**src/rtl/core/njt_pkg.sv**
```systemverilog
// ----------------------------------------------------------------------------
// njt_pkg
// shared widths, datapath commands and arithmetic helpers of the joining tree
// ----------------------------------------------------------------------------
`default_nettype none

package njt_pkg;

  localparam int MAX_SEQS   = 32;
  localparam int IDX_W      = 5;
  localparam int CNT_W      = 6;
  localparam int DIST_BITS  = 16;
  localparam int VAL_W      = 20;
  localparam int SUM_W      = 25;
  localparam int WIDE_W     = 28;
  localparam int LAB_W      = 6;
  localparam int ADDR_W     = 2 * IDX_W;
  localparam int MIN_SEQS   = 3;
  localparam int RESET_SEQS = 4;

  typedef enum logic [4:0] {
    OP_NONE, OP_INIT, OP_LOAD_A, OP_LOAD_B, OP_COPY_RD, OP_COPY_WR,
    OP_SUM_RD, OP_SUM_ACC, OP_DIV_START, OP_AVG_WR, OP_RI_RD, OP_RI_LD,
    OP_Q_RD, OP_Q_CMP, OP_DIJ_RD, OP_DIJ_LD, OP_LAB_A, OP_BR, OP_EMIT,
    OP_ND_RD1, OP_ND_LD1, OP_ND_RD2, OP_ND_WR, OP_CMP_RD, OP_CMP_WR,
    OP_LAB_SHIFT, OP_NN_RD, OP_NN_WR1, OP_NN_WR2, OP_DIAG, OP_FINAL_SEL,
    OP_EMIT_LAST
  } op_e;

  typedef struct packed {
    op_e              op;
    logic [IDX_W-1:0] i;
    logic [IDX_W-1:0] j;
    logic [CNT_W-1:0] k;
    logic             first;
  } cmd_t;

  typedef struct packed {
    logic div_busy;
    logic out_free;
    logic out_busy;
  } status_t;

  function automatic logic signed [VAL_W-1:0] sat_val(input logic signed [WIDE_W-1:0] v);
    logic signed [WIDE_W-1:0] hi;
    logic signed [WIDE_W-1:0] lo;
    logic signed [VAL_W-1:0]  r;
    hi = {{(WIDE_W-VAL_W+1){1'b0}}, {(VAL_W-1){1'b1}}};
    lo = {{(WIDE_W-VAL_W+1){1'b1}}, {(VAL_W-1){1'b0}}};
    if (v > hi) begin
      r = {1'b0, {(VAL_W-1){1'b1}}};
    end else if (v < lo) begin
      r = {1'b1, {(VAL_W-1){1'b0}}};
    end else begin
      r = v[VAL_W-1:0];
    end
    return r;
  endfunction

  // halve, rounding toward zero
  function automatic logic signed [WIDE_W-1:0] half_tz(input logic signed [WIDE_W-1:0] v);
    logic signed [WIDE_W-1:0] t;
    t = v + $signed({{(WIDE_W-1){1'b0}}, v[WIDE_W-1]});
    return t >>> 1;
  endfunction

endpackage

`default_nettype wire

```
**src/rtl/core/njt_ctrl.sv**
```systemverilog
// ----------------------------------------------------------------------------
// njt_ctrl
// joining tree sequencer: walks load, copy and the passes of every round
// ----------------------------------------------------------------------------
`default_nettype none

module njt_ctrl (
  input  wire logic                      clk_i,
  input  wire logic                      rst_ni,
  input  wire logic                      cfg_we_i,
  input  wire logic [njt_pkg::CNT_W-1:0] cfg_wdata_i,
  input  wire logic                      in_valid_i,
  output      logic                      in_ready_o,
  input  wire logic                      action_i,
  input  wire logic [njt_pkg::IDX_W-1:0] row_i,
  input  wire logic [njt_pkg::IDX_W-1:0] col_i,
  output      njt_pkg::cmd_t             cmd_o,
  input  wire njt_pkg::status_t          status_i
);
  import njt_pkg::*;

  typedef enum logic [5:0] {
    S_IDLE, S_LD_A, S_LD_B, S_INIT, S_CP_RD, S_CP_WR, S_ROUND, S_SUM_RD,
    S_SUM_ACC, S_DIV, S_DIV_WAIT, S_AVG_WR, S_RI_RD, S_RI_LD, S_Q_RD,
    S_Q_CMP, S_DIJ_RD, S_DIJ_LD, S_LAB_A, S_BR, S_EMIT, S_ND_RD1, S_ND_LD1,
    S_ND_RD2, S_ND_WR, S_CMP_RD, S_CMP_WR, S_LAB_SH, S_NN_RD, S_NN_WR1,
    S_NN_WR2, S_DIAG, S_F_SEL, S_F_DIJ_RD, S_F_DIJ_LD, S_F_LAB_A, S_F_EMIT
  } state_e;

  state_e           state_q;
  logic [IDX_W-1:0] i_q, j_q;
  logic [CNT_W-1:0] k_q, seq_count_q, n_clamp, km1, km3, jn;
  logic             last_i, last_j, end_i3, end_j3, in_accept;

  assign n_clamp = (seq_count_q < CNT_W'(MIN_SEQS)) ? CNT_W'(MIN_SEQS) :
                   (seq_count_q > CNT_W'(MAX_SEQS)) ? CNT_W'(MAX_SEQS) : seq_count_q;
  assign km1    = k_q - 1'b1;
  assign km3    = k_q - CNT_W'(3);
  assign last_i = {1'b0, i_q} == km1;
  assign last_j = {1'b0, j_q} == km1;
  assign end_i3 = {1'b0, i_q} == km3;
  assign end_j3 = {1'b0, j_q} == km3;

  // next column of the minimum search, stepping over the diagonal
  always_comb begin
    jn = {1'b0, j_q} + 1'b1;
    if (jn == {1'b0, i_q}) begin
      jn = jn + 1'b1;
    end
  end

  assign in_ready_o = (state_q == S_IDLE) && (!action_i || !status_i.out_busy);
  assign in_accept  = in_valid_i && in_ready_o;

  always_comb begin
    cmd_o.i     = i_q;
    cmd_o.j     = j_q;
    cmd_o.k     = k_q;
    cmd_o.first = (i_q == '0) && (j_q == IDX_W'(1));
    case (state_q)
      S_LD_A:     cmd_o.op = OP_LOAD_A;
      S_LD_B:     cmd_o.op = OP_LOAD_B;
      S_INIT:     cmd_o.op = OP_INIT;
      S_CP_RD:    cmd_o.op = OP_COPY_RD;
      S_CP_WR:    cmd_o.op = OP_COPY_WR;
      S_SUM_RD:   cmd_o.op = OP_SUM_RD;
      S_SUM_ACC:  cmd_o.op = OP_SUM_ACC;
      S_DIV:      cmd_o.op = OP_DIV_START;
      S_AVG_WR:   cmd_o.op = OP_AVG_WR;
      S_RI_RD:    cmd_o.op = OP_RI_RD;
      S_RI_LD:    cmd_o.op = OP_RI_LD;
      S_Q_RD:     cmd_o.op = OP_Q_RD;
      S_Q_CMP:    cmd_o.op = OP_Q_CMP;
      S_DIJ_RD, S_F_DIJ_RD: cmd_o.op = OP_DIJ_RD;
      S_DIJ_LD, S_F_DIJ_LD: cmd_o.op = OP_DIJ_LD;
      S_LAB_A, S_F_LAB_A:   cmd_o.op = OP_LAB_A;
      S_BR:       cmd_o.op = OP_BR;
      S_EMIT:     cmd_o.op = status_i.out_free ? OP_EMIT : OP_NONE;
      S_F_EMIT:   cmd_o.op = status_i.out_free ? OP_EMIT_LAST : OP_NONE;
      S_ND_RD1:   cmd_o.op = OP_ND_RD1;
      S_ND_LD1:   cmd_o.op = OP_ND_LD1;
      S_ND_RD2:   cmd_o.op = OP_ND_RD2;
      S_ND_WR:    cmd_o.op = OP_ND_WR;
      S_CMP_RD:   cmd_o.op = OP_CMP_RD;
      S_CMP_WR:   cmd_o.op = OP_CMP_WR;
      S_LAB_SH:   cmd_o.op = OP_LAB_SHIFT;
      S_NN_RD:    cmd_o.op = OP_NN_RD;
      S_NN_WR1:   cmd_o.op = OP_NN_WR1;
      S_NN_WR2:   cmd_o.op = OP_NN_WR2;
      S_DIAG:     cmd_o.op = OP_DIAG;
      S_F_SEL:    cmd_o.op = OP_FINAL_SEL;
      default:    cmd_o.op = OP_NONE;
    endcase
  end

  always_ff @(posedge clk_i or negedge rst_ni) begin
    if (!rst_ni) begin
      state_q     <= S_IDLE;
      i_q         <= '0;
      j_q         <= '0;
      k_q         <= CNT_W'(RESET_SEQS);
      seq_count_q <= CNT_W'(RESET_SEQS);
    end else begin
      if (cfg_we_i) begin
        seq_count_q <= cfg_wdata_i;
      end
      case (state_q)
        S_IDLE: begin
          if (in_accept) begin
            if (action_i) begin
              k_q     <= n_clamp;
              i_q     <= '0;
              j_q     <= '0;
              state_q <= S_INIT;
            end else if (row_i != col_i) begin
              state_q <= S_LD_A;
            end
          end
        end
        S_LD_A:  state_q <= S_LD_B;
        S_LD_B:  state_q <= S_IDLE;
        S_INIT:  state_q <= S_CP_RD;
        S_CP_RD: state_q <= S_CP_WR;
        S_CP_WR: begin
          state_q <= S_CP_RD;
          if (last_j) begin
            j_q <= '0;
            if (last_i) begin
              i_q     <= '0;
              state_q <= S_ROUND;
            end else begin
              i_q <= i_q + 1'b1;
            end
          end else begin
            j_q <= j_q + 1'b1;
          end
        end
        S_ROUND: begin
          i_q <= '0;
          j_q <= '0;
          state_q <= (k_q > CNT_W'(2)) ? S_SUM_RD : S_F_SEL;
        end
        S_SUM_RD: state_q <= S_SUM_ACC;
        S_SUM_ACC: begin
          if (last_j) begin
            j_q     <= '0;
            state_q <= S_DIV;
          end else begin
            j_q     <= j_q + 1'b1;
            state_q <= S_SUM_RD;
          end
        end
        S_DIV: state_q <= S_DIV_WAIT;
        S_DIV_WAIT: begin
          if (!status_i.div_busy) begin
            state_q <= S_AVG_WR;
          end
        end
        S_AVG_WR: begin
          if (last_i) begin
            i_q     <= '0;
            state_q <= S_RI_RD;
          end else begin
            i_q     <= i_q + 1'b1;
            state_q <= S_SUM_RD;
          end
        end
        S_RI_RD: state_q <= S_RI_LD;
        S_RI_LD: begin
          j_q     <= (i_q == '0) ? IDX_W'(1) : '0;
          state_q <= S_Q_RD;
        end
        S_Q_RD: state_q <= S_Q_CMP;
        S_Q_CMP: begin
          if (jn >= k_q) begin
            if (last_i) begin
              state_q <= S_DIJ_RD;
            end else begin
              i_q     <= i_q + 1'b1;
              state_q <= S_RI_RD;
            end
          end else begin
            j_q     <= jn[IDX_W-1:0];
            state_q <= S_Q_RD;
          end
        end
        S_DIJ_RD: state_q <= S_DIJ_LD;
        S_DIJ_LD: state_q <= S_LAB_A;
        S_LAB_A:  state_q <= S_BR;
        S_BR:     state_q <= S_EMIT;
        S_EMIT: begin
          if (status_i.out_free) begin
            i_q     <= '0;
            state_q <= S_ND_RD1;
          end
        end
        S_ND_RD1: state_q <= S_ND_LD1;
        S_ND_LD1: state_q <= S_ND_RD2;
        S_ND_RD2: state_q <= S_ND_WR;
        S_ND_WR: begin
          if (last_i) begin
            i_q     <= '0;
            j_q     <= '0;
            state_q <= S_CMP_RD;
          end else begin
            i_q     <= i_q + 1'b1;
            state_q <= S_ND_RD1;
          end
        end
        S_CMP_RD: state_q <= S_CMP_WR;
        S_CMP_WR: begin
          state_q <= S_CMP_RD;
          if (end_j3) begin
            j_q <= '0;
            if (end_i3) begin
              i_q     <= '0;
              state_q <= S_LAB_SH;
            end else begin
              i_q <= i_q + 1'b1;
            end
          end else begin
            j_q <= j_q + 1'b1;
          end
        end
        S_LAB_SH: state_q <= S_NN_RD;
        S_NN_RD:  state_q <= S_NN_WR1;
        S_NN_WR1: state_q <= S_NN_WR2;
        S_NN_WR2: begin
          if (end_i3) begin
            state_q <= S_DIAG;
          end else begin
            i_q     <= i_q + 1'b1;
            state_q <= S_NN_RD;
          end
        end
        S_DIAG: begin
          k_q     <= k_q - 1'b1;
          state_q <= S_ROUND;
        end
        S_F_SEL:    state_q <= S_F_DIJ_RD;
        S_F_DIJ_RD: state_q <= S_F_DIJ_LD;
        S_F_DIJ_LD: state_q <= S_F_LAB_A;
        S_F_LAB_A:  state_q <= S_F_EMIT;
        S_F_EMIT: begin
          if (status_i.out_free) begin
            state_q <= S_IDLE;
          end
        end
        default: state_q <= S_IDLE;
      endcase
    end
  end

endmodule

`default_nettype wire

```
**config.mk**
```make
export PLATFORM = sky130hd
export DESIGN_NAME = njt_ctrl
export DESIGN_NICKNAME = d
export VERILOG_FILES = /design/src/rtl/core/njt_pkg.sv /design/src/rtl/core/njt_ctrl.sv
export SDC_FILE = /design/constraint.sdc
export NUM_CORES = 1
export LEC_CHECK = 0
export BUFFER_PORTS_ARGS = -buffer_cell sky130_fd_sc_hd__buf_2
export CAP_MARGIN = 20
export CELL_PAD_IN_SITES_DETAIL_PLACEMENT = 0
export CELL_PAD_IN_SITES_GLOBAL_PLACEMENT = 1
export CORE_UTILIZATION = 37
export DETAILED_ROUTE_END_ITERATION = 16
export HOLD_SLACK_MARGIN = 0.05
export PLACE_DENSITY_LB_ADDON = 0.1
export SLEW_MARGIN = 5
export SYNTH_ARGS = -nofsm -noshare
export SYNTH_HDL_FRONTEND = slang
export SYNTH_SLANG_ARGS = --single-unit
```
**constraint.sdc**
```tcl
create_clock -name clk_i -period 8.41 [get_ports clk_i]
set_input_delay 1.2615 -clock clk_i [delete_from_list [all_inputs] [get_ports clk_i]]
set_output_delay 1.2615 -clock clk_i [all_outputs]
set_load 0.01 [all_outputs]
```
# After elaboration in Yosys (flattened, before gate mapping)
# Cells that the tools add are included.
totals:
  ff_bits: 28
  inputBits: 24
  output_inout_bits: 23
  wordCells: 135
classes:
  add_sub_neg: 6
  n_lt_le_gt_ge: 4
  n_eq_ne: 56
  mux: 44
  n_reduce_logical: 20
op_table:
  columns: ["op", "count"]
  rows:
  - ["case mux 6 bit (36 select lines)", 1]
  - ["case mux 5 bit (31 select lines)", 1]
  - ["equality test 6 x 5 -> 1 bit, second input constant", 16]
  - ["two-way mux 5 bit", 17]
  - ["two-way mux 6 bit", 13]
  - ["equality test 6 x 4 -> 1 bit, second input constant", 8]
  - ["case mux 5 bit (8 select lines)", 1]
  - ["case mux 5 bit (7 select lines)", 1]
  - ["equality test 6 bit, second input constant", 5]
  - ["equality test 5 x 6 -> 1 bit", 4]
  - ["equality test 6 x 3 -> 1 bit, second input constant", 4]
  - ["inequality test 2 bit, second input constant", 12]
  - ["equality test 6 x 2 -> 1 bit, second input constant", 2]
  - ["two-way mux 4 bit", 3]
  - ["case mux 6 bit (2 select lines)", 1]
  - ["adder 5 x 1 -> 5 bit, second input constant", 2]
  - ["two-way mux 2 bit", 5]
  - ["AND reduction 5 bit", 2]
  - ["OR reduction 2 bit", 5]
  - ["AND reduction 9 bit", 1]
  - ["nonzero test 8 bit", 1]
  - ["nonzero test 7 bit", 1]
  - ["adder 5 x 1 -> 6 bit, second input constant", 1]
  - ["adder 6 x 1 -> 6 bit, second input constant", 1]
  - ["other kinds (19)", 22]

# Depth between registers and ports, before layout
depth:
  depth_word: 6
  depth_mapped: 16

# Worst setup path after synthesis
# No wires, ideal clock.
synth_path:
  path_type: "register to register"
  startpoint: "register j_q[0]"
  endpoint: "register i_q[4]"
  setup_ps: 124
  arrival_time_ps: 3537
  required_ps: 8286
  slack_ps: 4749
  path_stages_with_launch: 16
  n_path_buf: 1
  path_cell_list: "dfrtp_1 > buf_2 > inv_1 > ha_1 > xnor2_1 > a211oi_1 > nand4b_1 > mux2_2 > ha_1 > a21o_1 > a31oi_1 > o21ai_0 > nor4_1 > nor4b_4 > and4_1 > a211o_1"
synth_between:
  elab_chain_len: 6
synth_rtl:
  columns: ["element", "line_no", "text"]
  rows:
  - ["start: declaration", "njt_ctrl.sv:31", "logic [IDX_W-1:0] i_q, j_q;"]
  - ["start signal: assignment", "njt_ctrl.sv:135", "j_q <= j_q + 1'b1;"]
  - ["start signal: assignment", "njt_ctrl.sv:149", "j_q <= j_q + 1'b1;"]
  - ["start signal: assignment", "njt_ctrl.sv:170", "j_q <= (i_q == '0) ? IDX_W'(1) : '0;"]
  - ["adder 5 x 1 -> 6 bit", "njt_ctrl.sv:46", "jn = {1'b0, j_q} + 1'b1;"]
  - ["adder 6 x 1 -> 6 bit / equality test 6 x 5 -> 1 bit (equally long branches)", "njt_ctrl.sv:48, njt_ctrl.sv:47", null]
  - ["two-way mux 6 bit", "njt_ctrl.sv:47", "if (jn == {1'b0, i_q}) begin"]
  - [">= comparator 6 bit", "njt_ctrl.sv:175", "if (jn >= k_q) begin"]
  - ["inequality test 2 bit (no line)", null, null]
  - ["AND reduction 9 bit (no line) (*)", null, null]
  - ["end signal: assignment", "njt_ctrl.sv:164", "i_q <= i_q + 1'b1;"]
  - ["end signal: assignment", "njt_ctrl.sv:179", "i_q <= i_q + 1'b1;"]
  - ["end signal: assignment", "njt_ctrl.sv:206", "i_q <= i_q + 1'b1;"]
  - ["end: declaration", "njt_ctrl.sv:31", null]
# Mark *: on every way between the ends. The rest lies on a longest branch, timed or not.
# A chain may end at the register's enable or synchronous reset.

# Worst setup path in the final report
# Same ends and word-level chain as after synthesis.

==> results.toml <==
[run_status]
status = "finished clean"

[cells_and_area]
antenna_cells = 0
drive_gt1_share_pct = 16.3
area_growth_pct = 7.88
nets = 506
design_area_um2 = 3740

[setup_path]
cp_top_family = "simple AND/OR/NAND/NOR gates"
rr_worst_depth = 14
worstSetupEndpointType = "register"
cpPeakStageDelay_ns = 0.64
cp_max_fo = 12
start_kind = "register"
slowest_stage = "dfrtp_1"
crit_type = "register to register"
crit_buf_inv = 0
arrival_ns = 4.29
cp.required_ns = 8.60
cp_cell_sequence = "ha_1 > xor2_1 > xnor2_1 > nand4b_1 > o21ai_0 > xor2_1 > ha_1 > a21o_1 > a21oi_1 > o21ai_0 > nor4_1 > nor4b_4 > and4_1 > a211o_1"
worst-path-stages = 14

[sta]
hold_violations = 0
tightest_slew_ns = 1.00
maxSlewViolCount = 0
rsz0062_at_grt = "false"
fin_crit_ns = 4.10
timing.setup.tns_ns = 0
fmax_mhz = 244
hold_ws_ns = 0.532
finalCritPeriodShare_pct = 48.8
skew_ns = 0.0164
slew_headroom_pct = 32.8
setup_viol = 0

[yosys]
yosys_warnings = 0
synth_area_um2 = 3460
syn-instance-count = 445
synth_cell_type_count = 71
yosysTopAreaCellShare_pct = 18.8
synth_common_cells = "a21oi_1, nor2_1, nand2_1"
postSynthAreaPerCell_um2 = 7.78
synthFlopType = "dfrtp_1"
synth_seq_area_share_pct = 20.3
syn_nets = 484
synth.area.top_cells = "dfrtp_1, xnor2_1, ha_1"
synth_edf_count = 0
yosys.area.top_type = "dfrtp_1"
ys_ff_latch = 28
synthArstFlopShare_pct = 100

[floorplanning]
die_y_um = 98.8
core_um2 = 8890
core.rowCount = 34
die_x_um = 98.8
dieArea_um2 = 9750
start_util_pct = 39.0
io_pins = 47

[detailed_routing]
post_drt_wl_per_cell_um = 18.8
drcViolationCount = 0
drt_iter0_markers = 269
vias_per_cell = 6.04
wl_um = 10800
vias = 3465
first_pass_iters = 5
antenna_left = 0

[cts]
ctsRootBufferMaster = "clkbuf_8"
cts_sinks = 28
ctsHoldBuffers = 0
post-cts-setup-buffer-count = 0
cts_tree = "done"
clk_pin_slew_worst_paths_ns = 0.11
cts_inserted_buffers = 3
cts_resized = 0
worstSkewPairLatency_ns = 0.29
cts_max_level = 1
clockBufferDepth = 2

[grt]
grt_pass1_vias = 3272
grt_usage_pct = 22.6
grt_max_degree = 33
antenna_found_initial = 0
grt_first_pass_wirelength_um = 17600
grt_overflow = 0

[placement]
dp_hpwl_um = 7960
io_buffers = 46
gp_congestion = 0.834
post_dp_cell_area_um2 = 3690

[worst_hold_path]
min_delay_path_depth = 1
worstHoldPathType = "register to register"

[power_and_ir_drop]
power_density_nw_per_um2 = 278
max-vdd-ir-drop_v = 0.000109
total_leakage_power_nw = 1.61

[run]
max_cap_violations = 0
==> worst paths after layout <==
kind                                startpoint             end  slack [ns]
worst max-delay path                    j_q[0]          i_q[4]        4.31
max in group asynchronous               rst_ni      state_q[5]        6.94
min in group asynchronous               rst_ni          j_q[4]        0.99
worst min register to register  seq_count_q[0]  seq_count_q[0]        0.53
worst max register to register          j_q[0]          i_q[4]        4.31
worst min-delay path            seq_count_q[0]  seq_count_q[0]        0.53
==> worst register-to-register path: stages, from the launching register on <==
cell      delay (ns)
dfrtp_1         0.64
ha_1            0.34
xor2_1          0.32
xnor2_1         0.17
nand4b_1        0.21
o21ai_0         0.37
xor2_1          0.15
ha_1            0.21
a21o_1          0.15
a21oi_1         0.13
o21ai_0         0.20
nor4_1          0.55
nor4b_4         0.13
and4_1          0.23
a211o_1         0.21
==> flip-flops by register name, summed over array words and instances (netlist names) <==
name	cells
seq_count_q	6
j_q	5
k_q	6
state_q	6
i_q	5
==> kinds of logic after synthesis <==
| logic type | after synthesis | share of synthesized area (%) |
|---|---|---|
| compound gates | 137 | 27.3 |
| xor+xnor | 36 | 9.50 |
| fa+ha+maj | 15 | 5.42 |
| buf+inv | 48 | 6.50 |
| flops | 28 | 20.3 |
| mux | 12 | 3.76 |
| simple gates | 169 | 27.2 |
==> cells in the final DEF (no fill, tap or decap), types with 9 or more instances in the layout <==
cell type	n
a31oi_1	9
nor2_1	32
ha_1	15
buf_2	47
nor3_1	13
nand2b_1	19
inv_1	14
o21ai_0	26
xnor2_1	22
nand3_1	16
nand2_1	28
nor2b_1	11
a21oi_1	32
dfrtp_1	26
xor2_1	13
==> through the flow <==
stage	util [%]	worst slack, ns	power (mW)	std cells
finish	42.0	4.31	1.04	574
global route	42.0	3.90	1.13	574
CTS	42.0	4.36	1.04	574
detailed placement	41.5	4.37	0.955	570
global placement	41.5	4.50	0.956	569
floorplan	-	4.75	0.774	445
==> where the power goes <==
group,internal (mW),switching [mW]
logic,0.282,0.425
clock network,0.0341,0.0461
registers,0.165,0.0879
total,0.481,0.559
==> cell type report <==
cell class                      count  area [um2]
Fill cell                         943        5150
Clock buffer                        4        45.0
Inverter                           14        52.6
Tap cell                          108         135
Sequential cell                    28         703
Multi-Input combinational cell    369        2530
Timing Repair Buffer               51         265
==> metal layers <==
| metal | track usage [%] | vias up | routed length (um) |
|---|---|---|---|
| li1 | - | 1689 | - |
| met1 | 32.4 | 1670 | 5260 |
| met2 | 36.7 | 94 | 4950 |
| met3 | 1.99 | 12 | 410 |
| met4 | 5.51 | 0 | 165 |
| met5 | 0 | - | 0 |
(Power assumes the default switching activity.)
